**config.mk**
```make
export PLATFORM = sky130hd
export DESIGN_NAME = max_iou_box_matcher_flat
export DESIGN_NICKNAME = d
export VERILOG_FILES = /design/src/rtl/miou_pkg.sv /design/src/rtl/miou_if.sv /design/src/rtl/max_iou_box_matcher.sv /design/src/rtl/miou_div.sv /design/src/flat_wrapper.sv
export VERILOG_INCLUDE_DIRS = /design/src /design/src/rtl
export SDC_FILE = /design/constraint.sdc
export NUM_CORES = 1
export LEC_CHECK = 0
export CAP_MARGIN = 20
export CELL_PAD_IN_SITES_DETAIL_PLACEMENT = 1
export CELL_PAD_IN_SITES_GLOBAL_PLACEMENT = 2
export CORE_MARGIN = 2
export CORE_UTILIZATION = 35
export DETAILED_ROUTE_END_ITERATION = 16
export DONT_BUFFER_PORTS = 1
export GPL_ROUTABILITY_DRIVEN = 0
export PLACE_DENSITY = 0.67
export SKIP_CTS_REPAIR_TIMING = 1
export SYNTH_ARGS = -nofsm -noshare
export SYNTH_HDL_FRONTEND = slang
export SYNTH_SLANG_ARGS = --single-unit
```
**constraint.sdc**
```tcl
create_clock -name i_clk -period 16.8 [get_ports i_clk]
set_input_delay 1.68 -clock i_clk [delete_from_list [all_inputs] [get_ports i_clk]]
set_output_delay 1.68 -clock i_clk [all_outputs]
set_load 0.01 [all_outputs]
```
**src/rtl/max_iou_box_matcher_macros.svh**
```systemverilog
// Assertion macros for the matcher RTL file
`ifndef MAX_IOU_BOX_MATCHER_MACROS_SVH
`define MAX_IOU_BOX_MATCHER_MACROS_SVH

`ifndef SYNTHESIS
// same-cycle implication
`define MIOU_ASSERT_IMP(lbl, clk, rstn, ante, cons) \
    lbl: assert property (@(posedge clk) disable iff (!rstn) (ante) |-> (cons)) \
        else $error("miou: same-cycle check failed");
// next-cycle implication
`define MIOU_ASSERT_NXT(lbl, clk, rstn, ante, cons) \
    lbl: assert property (@(posedge clk) disable iff (!rstn) (ante) |=> (cons)) \
        else $error("miou: next-cycle check failed");
`else
`define MIOU_ASSERT_IMP(lbl, clk, rstn, ante, cons)
`define MIOU_ASSERT_NXT(lbl, clk, rstn, ante, cons)
`endif

`endif

```
**src/rtl/miou_pkg.sv**
```systemverilog
package miou_pkg;

    // IoU in unsigned Q1.16
    localparam int IOU_BITS     = 17;
    localparam int IOU_FRAC     = 16;
    localparam int DIV_CNT_BITS = $clog2(IOU_BITS);
    localparam logic [IOU_BITS-1:0] IOU_ONE = IOU_BITS'(1) << IOU_FRAC;

    // sequencer states
    typedef enum logic [3:0] {
        S_IDLE,
        S_EDGE,
        S_AREA_P,
        S_AREA_R,
        S_INTER,
        S_UNION,
        S_DIV,
        S_MAX
    } t_state;

    // divider status back to the sequencer
    typedef struct packed {
        logic busy;
        logic done;
    } t_div_status;

endpackage

```
**src/rtl/miou_if.sv**
```systemverilog
// box pair request channel
interface miou_box_if #(parameter int COORD_BITS = 12);
    logic                  valid;
    logic                  ready;
    logic [COORD_BITS-1:0] pred_x;
    logic [COORD_BITS-1:0] pred_y;
    logic [COORD_BITS-1:0] pred_w;
    logic [COORD_BITS-1:0] pred_h;
    logic [COORD_BITS-1:0] ref_x;
    logic [COORD_BITS-1:0] ref_y;
    logic [COORD_BITS-1:0] ref_w;
    logic [COORD_BITS-1:0] ref_h;
    logic                  last_box;

    modport source (
        output valid, pred_x, pred_y, pred_w, pred_h,
               ref_x, ref_y, ref_w, ref_h, last_box,
        input  ready
    );
    modport sink (
        input  valid, pred_x, pred_y, pred_w, pred_h,
               ref_x, ref_y, ref_w, ref_h, last_box,
        output ready
    );
endinterface

// best IoU result channel
interface miou_iou_if import miou_pkg::*; ();
    logic                valid;
    logic                ready;
    logic [IOU_BITS-1:0] best_iou;

    modport source (output valid, best_iou, input ready);
    modport sink   (input valid, best_iou, output ready);
endinterface

```
**src/rtl/max_iou_box_matcher.sv**
```systemverilog
// Per accepted box pair: accept, edge compute, three shared multiplier steps, union
// and divider start, 17 divider steps plus a done step, one compare step; then ready
// for the next pair. A last-of-set result is presented from the cycle the block is ready
// again; its compare step waits while the output slot holds a result not yet taken.
// Reset (synchronous, active low) clears the sequencer, the running maximum
// and the output valid flag.
`include "max_iou_box_matcher_macros.svh"

module max_iou_box_matcher import miou_pkg::*; #(
    parameter int COORD_BITS = 12
) (
    input  logic        i_clk,
    input  logic        i_rst_n,
    miou_box_if.sink    i_box,
    miou_iou_if.source  o_iou
);

    localparam int AREA_BITS = 2 * COORD_BITS;
    localparam int UNI_BITS  = AREA_BITS + 1;
    localparam int EDGE_BITS = COORD_BITS + 1;

    t_state r_state, n_state;

    // request registers
    logic [COORD_BITS-1:0] r_px, r_py, r_pw, r_ph;
    logic [COORD_BITS-1:0] r_rx, r_ry, r_rw, r_rh;
    logic                  r_last;

    // intermediate results
    logic [COORD_BITS-1:0] r_iw, r_ih;
    logic [AREA_BITS-1:0]  r_area_p, r_area_r, r_inter;
    logic                  r_union_zero;
    logic [IOU_BITS-1:0]   r_best;
    logic [IOU_BITS-1:0]   r_out_iou;
    logic                  r_out_valid;

    // sequencer outputs
    logic in_ready;
    logic div_start;
    logic out_load;

    // overlap edges
    logic [EDGE_BITS-1:0]  p_right, r_right, p_bot, r_bot;
    logic [EDGE_BITS-1:0]  right, bottom, left, top;
    logic [EDGE_BITS-1:0]  dx, dy;
    logic [COORD_BITS-1:0] n_iw, n_ih;

    always_comb begin
        p_right = EDGE_BITS'(r_px) + EDGE_BITS'(r_pw);
        r_right = EDGE_BITS'(r_rx) + EDGE_BITS'(r_rw);
        p_bot   = EDGE_BITS'(r_py) + EDGE_BITS'(r_ph);
        r_bot   = EDGE_BITS'(r_ry) + EDGE_BITS'(r_rh);
        right   = (p_right < r_right) ? p_right : r_right;
        bottom  = (p_bot < r_bot) ? p_bot : r_bot;
        left    = EDGE_BITS'((r_px > r_rx) ? r_px : r_rx);
        top     = EDGE_BITS'((r_py > r_ry) ? r_py : r_ry);
        dx      = right - left;
        dy      = bottom - top;
        // overlap never exceeds either width, so it fits COORD_BITS
        n_iw    = (right > left) ? dx[COORD_BITS-1:0] : '0;
        n_ih    = (bottom > top) ? dy[COORD_BITS-1:0] : '0;
    end

    // shared multiplier, operands picked by the sequencer
    logic [COORD_BITS-1:0] mul_a, mul_b;
    logic [AREA_BITS-1:0]  mul_p;

    always_comb begin
        case (r_state)
            S_AREA_P: begin
                mul_a = r_pw;
                mul_b = r_ph;
            end
            S_AREA_R: begin
                mul_a = r_rw;
                mul_b = r_rh;
            end
            default: begin
                mul_a = r_iw;
                mul_b = r_ih;
            end
        endcase
    end

    assign mul_p = AREA_BITS'(mul_a) * AREA_BITS'(mul_b);

    // union area
    logic [UNI_BITS-1:0] uni_sum;
    assign uni_sum = UNI_BITS'(r_area_p) + UNI_BITS'(r_area_r) - UNI_BITS'(r_inter);

    // divider
    t_div_status         div_status;
    logic [IOU_BITS-1:0] div_quot;

    miou_div #(
        .COORD_BITS (COORD_BITS)
    ) u_div (
        .i_clk      (i_clk),
        .i_rst_n    (i_rst_n),
        .i_start    (div_start),
        .i_dividend (r_inter),
        .i_divisor  (uni_sum),
        .o_status   (div_status),
        .o_quot     (div_quot)
    );

    // candidate and running maximum
    logic [IOU_BITS-1:0] cur_iou, best_iou;
    always_comb begin
        cur_iou  = r_union_zero ? '0 : div_quot;
        best_iou = (cur_iou > r_best) ? cur_iou : r_best;
    end

    // state register
    always_ff @(posedge i_clk) begin
        if (!i_rst_n) begin
            r_state <= S_IDLE;
        end else begin
            r_state <= n_state;
        end
    end

    // next state and sequencer outputs
    always_comb begin
        n_state   = r_state;
        in_ready  = 1'b0;
        div_start = 1'b0;
        out_load  = 1'b0;
        case (r_state)
            S_IDLE: begin
                in_ready = 1'b1;
                if (i_box.valid) begin
                    n_state = S_EDGE;
                end
            end
            S_EDGE:   n_state = S_AREA_P;
            S_AREA_P: n_state = S_AREA_R;
            S_AREA_R: n_state = S_INTER;
            S_INTER:  n_state = S_UNION;
            S_UNION: begin
                div_start = 1'b1;
                n_state   = S_DIV;
            end
            S_DIV: begin
                if (div_status.done) begin
                    n_state = S_MAX;
                end
            end
            S_MAX: begin
                if (!r_last) begin
                    n_state = S_IDLE;
                end else if (!r_out_valid || o_iou.ready) begin
                    out_load = 1'b1;
                    n_state  = S_IDLE;
                end
            end
            default: n_state = S_IDLE;
        endcase
    end

    // running maximum and output slot
    always_ff @(posedge i_clk) begin
        if (!i_rst_n) begin
            r_best      <= '0;
            r_out_valid <= 1'b0;
        end else begin
            if (out_load) begin
                r_out_valid <= 1'b1;
            end else if (o_iou.ready) begin
                r_out_valid <= 1'b0;
            end
            if (r_state == S_MAX) begin
                if (!r_last) begin
                    r_best <= best_iou;
                end else if (out_load) begin
                    r_best <= '0;
                end
            end
        end
    end

    // datapath registers
    always_ff @(posedge i_clk) begin
        if (in_ready && i_box.valid) begin
            r_px   <= i_box.pred_x;
            r_py   <= i_box.pred_y;
            r_pw   <= i_box.pred_w;
            r_ph   <= i_box.pred_h;
            r_rx   <= i_box.ref_x;
            r_ry   <= i_box.ref_y;
            r_rw   <= i_box.ref_w;
            r_rh   <= i_box.ref_h;
            r_last <= i_box.last_box;
        end
        if (r_state == S_EDGE) begin
            r_iw <= n_iw;
            r_ih <= n_ih;
        end
        if (r_state == S_AREA_P) begin
            r_area_p <= mul_p;
        end
        if (r_state == S_AREA_R) begin
            r_area_r <= mul_p;
        end
        if (r_state == S_INTER) begin
            r_inter <= mul_p;
        end
        if (r_state == S_UNION) begin
            r_union_zero <= (uni_sum == '0);
        end
        if (out_load) begin
            r_out_iou <= best_iou;
        end
    end

    assign i_box.ready    = in_ready;
    assign o_iou.valid    = r_out_valid;
    assign o_iou.best_iou = r_out_iou;

    // checks
    `MIOU_ASSERT_IMP(a_ready_div_idle, i_clk, i_rst_n, i_box.ready, !div_status.busy)
    `MIOU_ASSERT_IMP(a_inter_in_areas, i_clk, i_rst_n, r_state == S_UNION,
        (r_inter <= r_area_p) && (r_inter <= r_area_r))
    `MIOU_ASSERT_IMP(a_quot_range, i_clk, i_rst_n, div_status.done && !r_union_zero,
        div_quot <= IOU_ONE)
    `MIOU_ASSERT_NXT(a_clear_on_emit, i_clk, i_rst_n, out_load, (r_best == '0) && o_iou.valid)

endmodule

```
**src/rtl/miou_div.sv**
```systemverilog
// Serial restoring divider: one quotient bit per cycle, IOU_BITS quotient bits.
// Dividend must not exceed the divisor; the first step takes the integer bit.
module miou_div import miou_pkg::*; #(
    parameter int COORD_BITS = 12
) (
    input  logic                      i_clk,
    input  logic                      i_rst_n,
    input  logic                      i_start,
    input  logic [2*COORD_BITS-1:0]   i_dividend,
    input  logic [2*COORD_BITS:0]     i_divisor,
    output t_div_status               o_status,
    output logic [IOU_BITS-1:0]       o_quot
);

    localparam int UNI_BITS = 2 * COORD_BITS + 1;
    localparam int REM_BITS = UNI_BITS + 1;

    logic [REM_BITS-1:0]     r_rem;
    logic [UNI_BITS-1:0]     r_div;
    logic [IOU_BITS-1:0]     r_quot;
    logic [DIV_CNT_BITS-1:0] r_cnt;
    logic                    r_first;
    logic                    r_busy;
    logic                    r_done;

    logic [REM_BITS-1:0] trial;
    logic                fits;

    // trial subtract: first step unshifted, then shift one bit in
    always_comb begin
        trial = r_first ? r_rem : {r_rem[REM_BITS-2:0], 1'b0};
        fits  = (trial >= REM_BITS'(r_div));
    end

    // control
    always_ff @(posedge i_clk) begin
        if (!i_rst_n) begin
            r_busy <= 1'b0;
            r_done <= 1'b0;
        end else begin
            r_done <= 1'b0;
            if (i_start) begin
                r_busy <= 1'b1;
            end else if (r_busy && r_cnt == DIV_CNT_BITS'(IOU_BITS - 1)) begin
                r_busy <= 1'b0;
                r_done <= 1'b1;
            end
        end
    end

    // datapath
    always_ff @(posedge i_clk) begin
        if (i_start) begin
            r_rem   <= REM_BITS'(i_dividend);
            r_div   <= i_divisor;
            r_cnt   <= '0;
            r_first <= 1'b1;
        end else if (r_busy) begin
            r_rem   <= fits ? (trial - REM_BITS'(r_div)) : trial;
            r_quot  <= {r_quot[IOU_BITS-2:0], fits};
            r_cnt   <= r_cnt + 1'b1;
            r_first <= 1'b0;
        end
    end

    assign o_status.busy = r_busy;
    assign o_status.done = r_done;
    assign o_quot        = r_quot;

endmodule
```
**src/flat_wrapper.sv**
```systemverilog
// flat-port wrapper written by rule: the top's interface ports become plain ports
module max_iou_box_matcher_flat import miou_pkg::*;
#(
    parameter int COORD_BITS = 12
)
  (i_clk, i_rst_n, i_box_valid, i_box_pred_x, i_box_pred_y, i_box_pred_w, i_box_pred_h, i_box_ref_x, i_box_ref_y, i_box_ref_w, i_box_ref_h, i_box_last_box, i_box_ready, o_iou_valid, o_iou_best_iou, o_iou_ready);
  miou_box_if #(.COORD_BITS(COORD_BITS)) i_box_i ();
  miou_iou_if o_iou_i ();
  input  logic i_clk;
  input  logic i_rst_n;
  input wire logic [$bits(i_box_i.valid)-1:0] i_box_valid;
  input wire logic [$bits(i_box_i.pred_x)-1:0] i_box_pred_x;
  input wire logic [$bits(i_box_i.pred_y)-1:0] i_box_pred_y;
  input wire logic [$bits(i_box_i.pred_w)-1:0] i_box_pred_w;
  input wire logic [$bits(i_box_i.pred_h)-1:0] i_box_pred_h;
  input wire logic [$bits(i_box_i.ref_x)-1:0] i_box_ref_x;
  input wire logic [$bits(i_box_i.ref_y)-1:0] i_box_ref_y;
  input wire logic [$bits(i_box_i.ref_w)-1:0] i_box_ref_w;
  input wire logic [$bits(i_box_i.ref_h)-1:0] i_box_ref_h;
  input wire logic [$bits(i_box_i.last_box)-1:0] i_box_last_box;
  output wire logic [$bits(i_box_i.ready)-1:0] i_box_ready;
  output wire logic [$bits(o_iou_i.valid)-1:0] o_iou_valid;
  output wire logic [$bits(o_iou_i.best_iou)-1:0] o_iou_best_iou;
  input wire logic [$bits(o_iou_i.ready)-1:0] o_iou_ready;
  assign i_box_i.valid = i_box_valid;
  assign i_box_i.pred_x = i_box_pred_x;
  assign i_box_i.pred_y = i_box_pred_y;
  assign i_box_i.pred_w = i_box_pred_w;
  assign i_box_i.pred_h = i_box_pred_h;
  assign i_box_i.ref_x = i_box_ref_x;
  assign i_box_i.ref_y = i_box_ref_y;
  assign i_box_i.ref_w = i_box_ref_w;
  assign i_box_i.ref_h = i_box_ref_h;
  assign i_box_i.last_box = i_box_last_box;
  assign i_box_ready = i_box_i.ready;
  assign o_iou_valid = o_iou_i.valid;
  assign o_iou_best_iou = o_iou_i.best_iou;
  assign o_iou_i.ready = o_iou_ready;
  max_iou_box_matcher #(.COORD_BITS(COORD_BITS)) u_core (.i_clk(i_clk), .i_rst_n(i_rst_n), .i_box(i_box_i), .o_iou(o_iou_i));
endmodule
```
# == Word level (Yosys, flattened, before mapping) ==
# Index checks and enable logic that the tools add are counted.
# word_totals
wordCells,102
mem_count,0
mem_bits_rw,0
latch_bits,0
out_inout_bits,19
register_bits,309
in_bits,101
rom_bits,0
# classes
reduce_logical,13
n_bitwise,2
order_cmp,8
addsub,10
div,0
shifts,0
muxes,29
multipliers,1
eq_ne,12
# op_table
cell,count
17-bit two-way mux,4
12-bit by 12-bit adder with 13-bit output,4
26-bit two-way mux,2
24-bit two-way mux,2
12-bit case mux with 2 select lines,2
4-bit case mux with 8 select lines,1
26-bit by 25-bit >= comparator with 1-bit output,1
13-bit by 12-bit greater-than comparator with 1-bit output,2
13-bit < comparator,2
13-bit two-way mux,2
26-bit by 25-bit subtractor with 26-bit output,1
24-bit by 24-bit adder with 25-bit output,1
25-bit logical NOT,1
25-bit by 24-bit subtractor with 25-bit output,1
12-bit greater-than comparator,2
12-bit by 12-bit multiplier with 24-bit output,1
12-bit two-way mux,2
12-bit subtractor,2
17-bit greater-than comparator,1
"4-bit by 3-bit == test with 1-bit output, second input constant",4
4-bit two-way mux,4
1-bit two-way mux,10
"4-bit by 2-bit == test with 1-bit output, second input constant",2
"2-bit inequality test, second input constant",3
13 further kinds,18

# == Longest topological paths before layout ==
# depth
ltp_word,7
depth_mapped,32

# == Cells and area by module ==
# From an unflattened synthesis, not the netlist that was laid out.
# hier_totals
hier_cells,2392
hier_area_um2,24497.2
# by_module_without_submodules
mod,cells_per_inst,n_inst,area_per_inst_um2
max_iou_box_matcher,1916,1,19572.5
miou_div,476,1,4924.7

# == Least setup slack after synthesis ==
# Ideal clock, no wire load.
# synth_timing
kind,register to register
from,register u_core.r_state[1]
to,register u_core.r_area_p[21] (data pin)
path_slack_ps,9685
stages_incl_launch_ff,24
path_buffers,3
arrival_time_ps,6848
t_required_ps,16533
cell_sequence,dfxtp_1 ha_1 nor2b_1 clkbuf_1 clkbuf_1 clkbuf_1 a221o_1 nand2_1 fa_1 fa_1 inv_1 fa_1 fa_1 inv_1 fa_1 inv_1 ha_1 nand3_1 o22ai_1 a211oi_1 o41ai_1 a21o_1 a21oi_1 xnor2_1
# synth_between
elab_chain_len,3
word_cells_on_any_way,5
classes_between,mul (1); eq/ne (2); mux (2)
# synth_rtl
item,line_no,source
start: declaration,max_iou_box_matcher.sv:22,"t_state r_state, n_state;"
start signal: assignment,max_iou_box_matcher.sv:119,r_state <= n_state;
4-bit by 2-bit == test with 1-bit output,max_iou_box_matcher.sv:69,case (r_state)
12-bit case mux with 2 select lines,max_iou_box_matcher.sv:69,
12-bit by 12-bit multiplier with 24-bit output *,max_iou_box_matcher.sv:85,assign mul_p = AREA_BITS'(mul_a) * AREA_BITS'(mul_b);
named net u_core.mul_p[21],max_iou_box_matcher.sv:66,logic [AREA_BITS-1:0] mul_p;
end signal: assignment,max_iou_box_matcher.sv:200,r_area_p <= mul_p;
end: declaration,max_iou_box_matcher.sv:31,"logic [AREA_BITS-1:0] r_area_p, r_area_r, r_inter;"
# The timed path passes the listed nets; every way through them passes the cells marked *.
# A chain may end at the register's enable or synchronous reset.

# == Worst setup path after layout ==
# layout_timing
from,register u_core.r_state[0]
to,register u_core.r_inter[23] (data pin)
# layout_between
elab_chain_len,3
word_cells_on_any_way,5
classes_between,mul (1); eq/ne (2); mux (2)
# layout_rtl
item,line_no,source
4-bit by 2-bit == test with 1-bit output,max_iou_box_matcher.sv:69,
12-bit case mux with 2 select lines,max_iou_box_matcher.sv:69,
12-bit by 12-bit multiplier with 24-bit output *,max_iou_box_matcher.sv:85,
named net u_core.mul_p[23],max_iou_box_matcher.sv:66,
end signal: assignment,max_iou_box_matcher.sv:206,r_inter <= mul_p;
end: declaration,max_iou_box_matcher.sv:31,
# Marked as above.

==> results_dict.tcl <==
set metrics [dict create \
    drtAntennaViolNets 0 \
    max-slew-margin-rel_pct 19.1 \
    core-area_mm2 0.0688 \
    routedWlPerCell_um 18.7 \
    grt_pass1_wl_um 100000 \
    drtIter0Drc 752 \
    drv_slew 0 \
    layout_commonest_cell "inv_1" \
    crit_path_start_kind "flip-flop" \
    root_buffer "clkbuf_16" \
    io-pin-count 120 \
    synth-async-reset-ratio_pct 0 \
    numCtsBuffers 38 \
    clk_pin_slew_ps 60 \
    rsz0062_at_grt "no" \
    syn_to_final_growth_pct 10.3 \
    skew_ps 28.7 \
    worst_pin_slew_ps 1210 \
    synthFlopType "edfxtp_1" \
    rows 96 \
    vias 16939 \
    grt_antenna_before_repair 0 \
    syn_inst 2366 \
    finalSetupTns_ps 0 \
    synth_area_mm2 0.0244 \
    critPathMaxFanout 24 \
    critPathKind "flip-flop to flip-flop" \
    clock.fmax_ghz 0.127 \
    netlist.area_leader.share_pct 34.1 \
    ys_seq_area_share_pct 36.7 \
    htree_levels 2 \
    finish.utilization_pct 39.1 \
    ys_ff_latch 308 \
    synth_top_area_cell "edfxtp_1" \
    fin_area_mm2 0.0269 \
    grt_max_degree 71 \
    dpl_cell_area_mm2 0.0255 \
    clock-sinks 308 \
    synth_area_per_cell_um2 10.3 \
    critPathRequiredTime_ps 17080 \
    io_buffers 0 \
    grt_pass1_vias 18514 \
    finalHoldViolations 0 \
    ys_types 81 \
    yosysWarnings 0 \
    dieWidth_um 268 \
    initial_core_util_pct 35.4 \
    synthTopCellsByArea "edfxtp_1, ha_1, fa_1" \
    period_share_pct 46.9 \
    clockBufferDepth 3 \
    cp.arrival_ps 8170 \
    fin_crit_ps 7880 \
    gr-total-overflow 0 \
    setup_viol 0 \
    die_area_mm2 0.0718 \
    mostFrequentLayoutCells "inv_1, edfxtp_1, ha_1" \
    wl_um 62300 \
    grt_use_total_pct 17.7 \
    cap_viol_max_count 0 \
    cts_tree "done" \
    synth_edf_count 277 \
    vias_per_cell 5.08 \
    outcome "finished, final reports clean" \
    cp-end-kind "flip-flop" \
    die_h_um 268 \
    drive_gt1_share_pct 7.23 \
    detailed_place_hpwl_um 50300 \
    nets 2864 \
    synth.net_count 2853 \
    drt-pass1-iter-count 5 \
    clock_latency_ps 580 \
    hp-class "flip-flop to flip-flop" \
    drc_errors 0 \
]
-- synth_stat cells, drive strengths merged, types with 23 or more instances --
cell      n
a21o     66
a21oi   138
a221oi   23
and2     23
clkbuf   40
dfxtp    31
edfxtp  277
fa      131
ha      255
inv     374
mux2     50
mux2i    61
nand2   135
nand2b   24
nand4    30
nor2    195
nor2b    31
nor3     39
o21ai    65
o21bai   24
xnor2    59
xor2     48
-- final cells by class --
class / count / area (um^2)
Fill cell: 7611 / 41900
Multi-Input combinational cell: 1627 / 13800
Sequential cell: 308 / 8940
Inverter: 375 / 1410
Tap cell: 931 / 1160
Clock buffer: 47 / 1010
Clock inverter: 21 / 277
Timing Repair Buffer: 27 / 263
Antenna cell: 1 / 2.50
-- cell families after synthesis --
kind of cell,after synthesis,share of synthesized area [%]
simple gates,559,10.9
compound gates,464,13.2
buf+inv,431,6.72
flops,308,36.7
fa+ha+maj,386,23.8
xor+xnor,107,3.84
mux,111,4.81
-- per-layer routing --
layer | wire, um | track usage, % | vias to the layer above
li1 | - | - | 8316
met1 | 28900 | 22.6 | 8346
met2 | 30100 | 31.0 | 181
met3 | 1440 | 2.13 | 96
met4 | 1920 | 6.02 | 0
met5 | 0 | 0 | -
-- worst paths after layout --
kind                                from                       to  slack (ps)  depth (start not counted)
hold reg to reg   u_core.u_div.o_quot[9]  u_core.u_div.o_quot[10]         450                          0
setup / recovery       u_core.r_state[0]       u_core.r_inter[23]        8920                         26
setup reg to reg       u_core.r_state[0]       u_core.r_inter[23]        8920                         26
hold / removal    u_core.u_div.o_quot[9]  u_core.u_div.o_quot[10]         450                          0
-- sequential cells by signal (all words and copies together), names as in the netlist, 3 cells and up --
signal	cells
u_core.r_px	12
u_core.r_ry	12
u_core.u_div.r_cnt	5
u_core.r_py	12
u_core.r_state	3
u_core.r_rx	12
u_core.r_ph	12
u_core.r_pw	12
u_core.r_area_p	24
u_core.r_best	17
u_core.u_div.o_quot	17
u_core.r_iw	12
u_core.u_div.r_rem	26
u_core.r_area_r	24
u_core.r_rh	12
u_core.u_div.r_div	25
u_core.r_ih	12
u_core.r_rw	12
u_core.r_inter	24
u_core.o_iou.best_iou	17
-- metrics by stage --
stage	setup slack [ps]	std cells	hold slack [ps]
after floorplan	9690	2366	426
after global placement	9050	3260	434
after detailed placement	8870	3261	436
after CTS	8820	3329	449
after global routing	8290	3336	457
final	8920	3337	449
-- critical path, stage by stage (launching register included) --
cell and delay [ps]:
dfxtp_1 320, inv_1 110, ha_1 180, inv_1 80
nor2_4 490, nor2_1 110, buf_4 240, and2_1 190
a221oi_1 870, nor2_1 160, fa_1 580, inv_1 50
fa_1 480, inv_1 60, fa_1 500, fa_1 540
inv_1 50, fa_1 520, inv_1 40, ha_1 330
nand3_1 160, o22ai_1 220, a211oi_1 100, o41ai_1 720
a21o_1 190, a21oi_1 70, xnor2_1 170
Power is not shown: default switching activity piles up to over one toggle a cycle in this logic, so the estimate is an artifact.
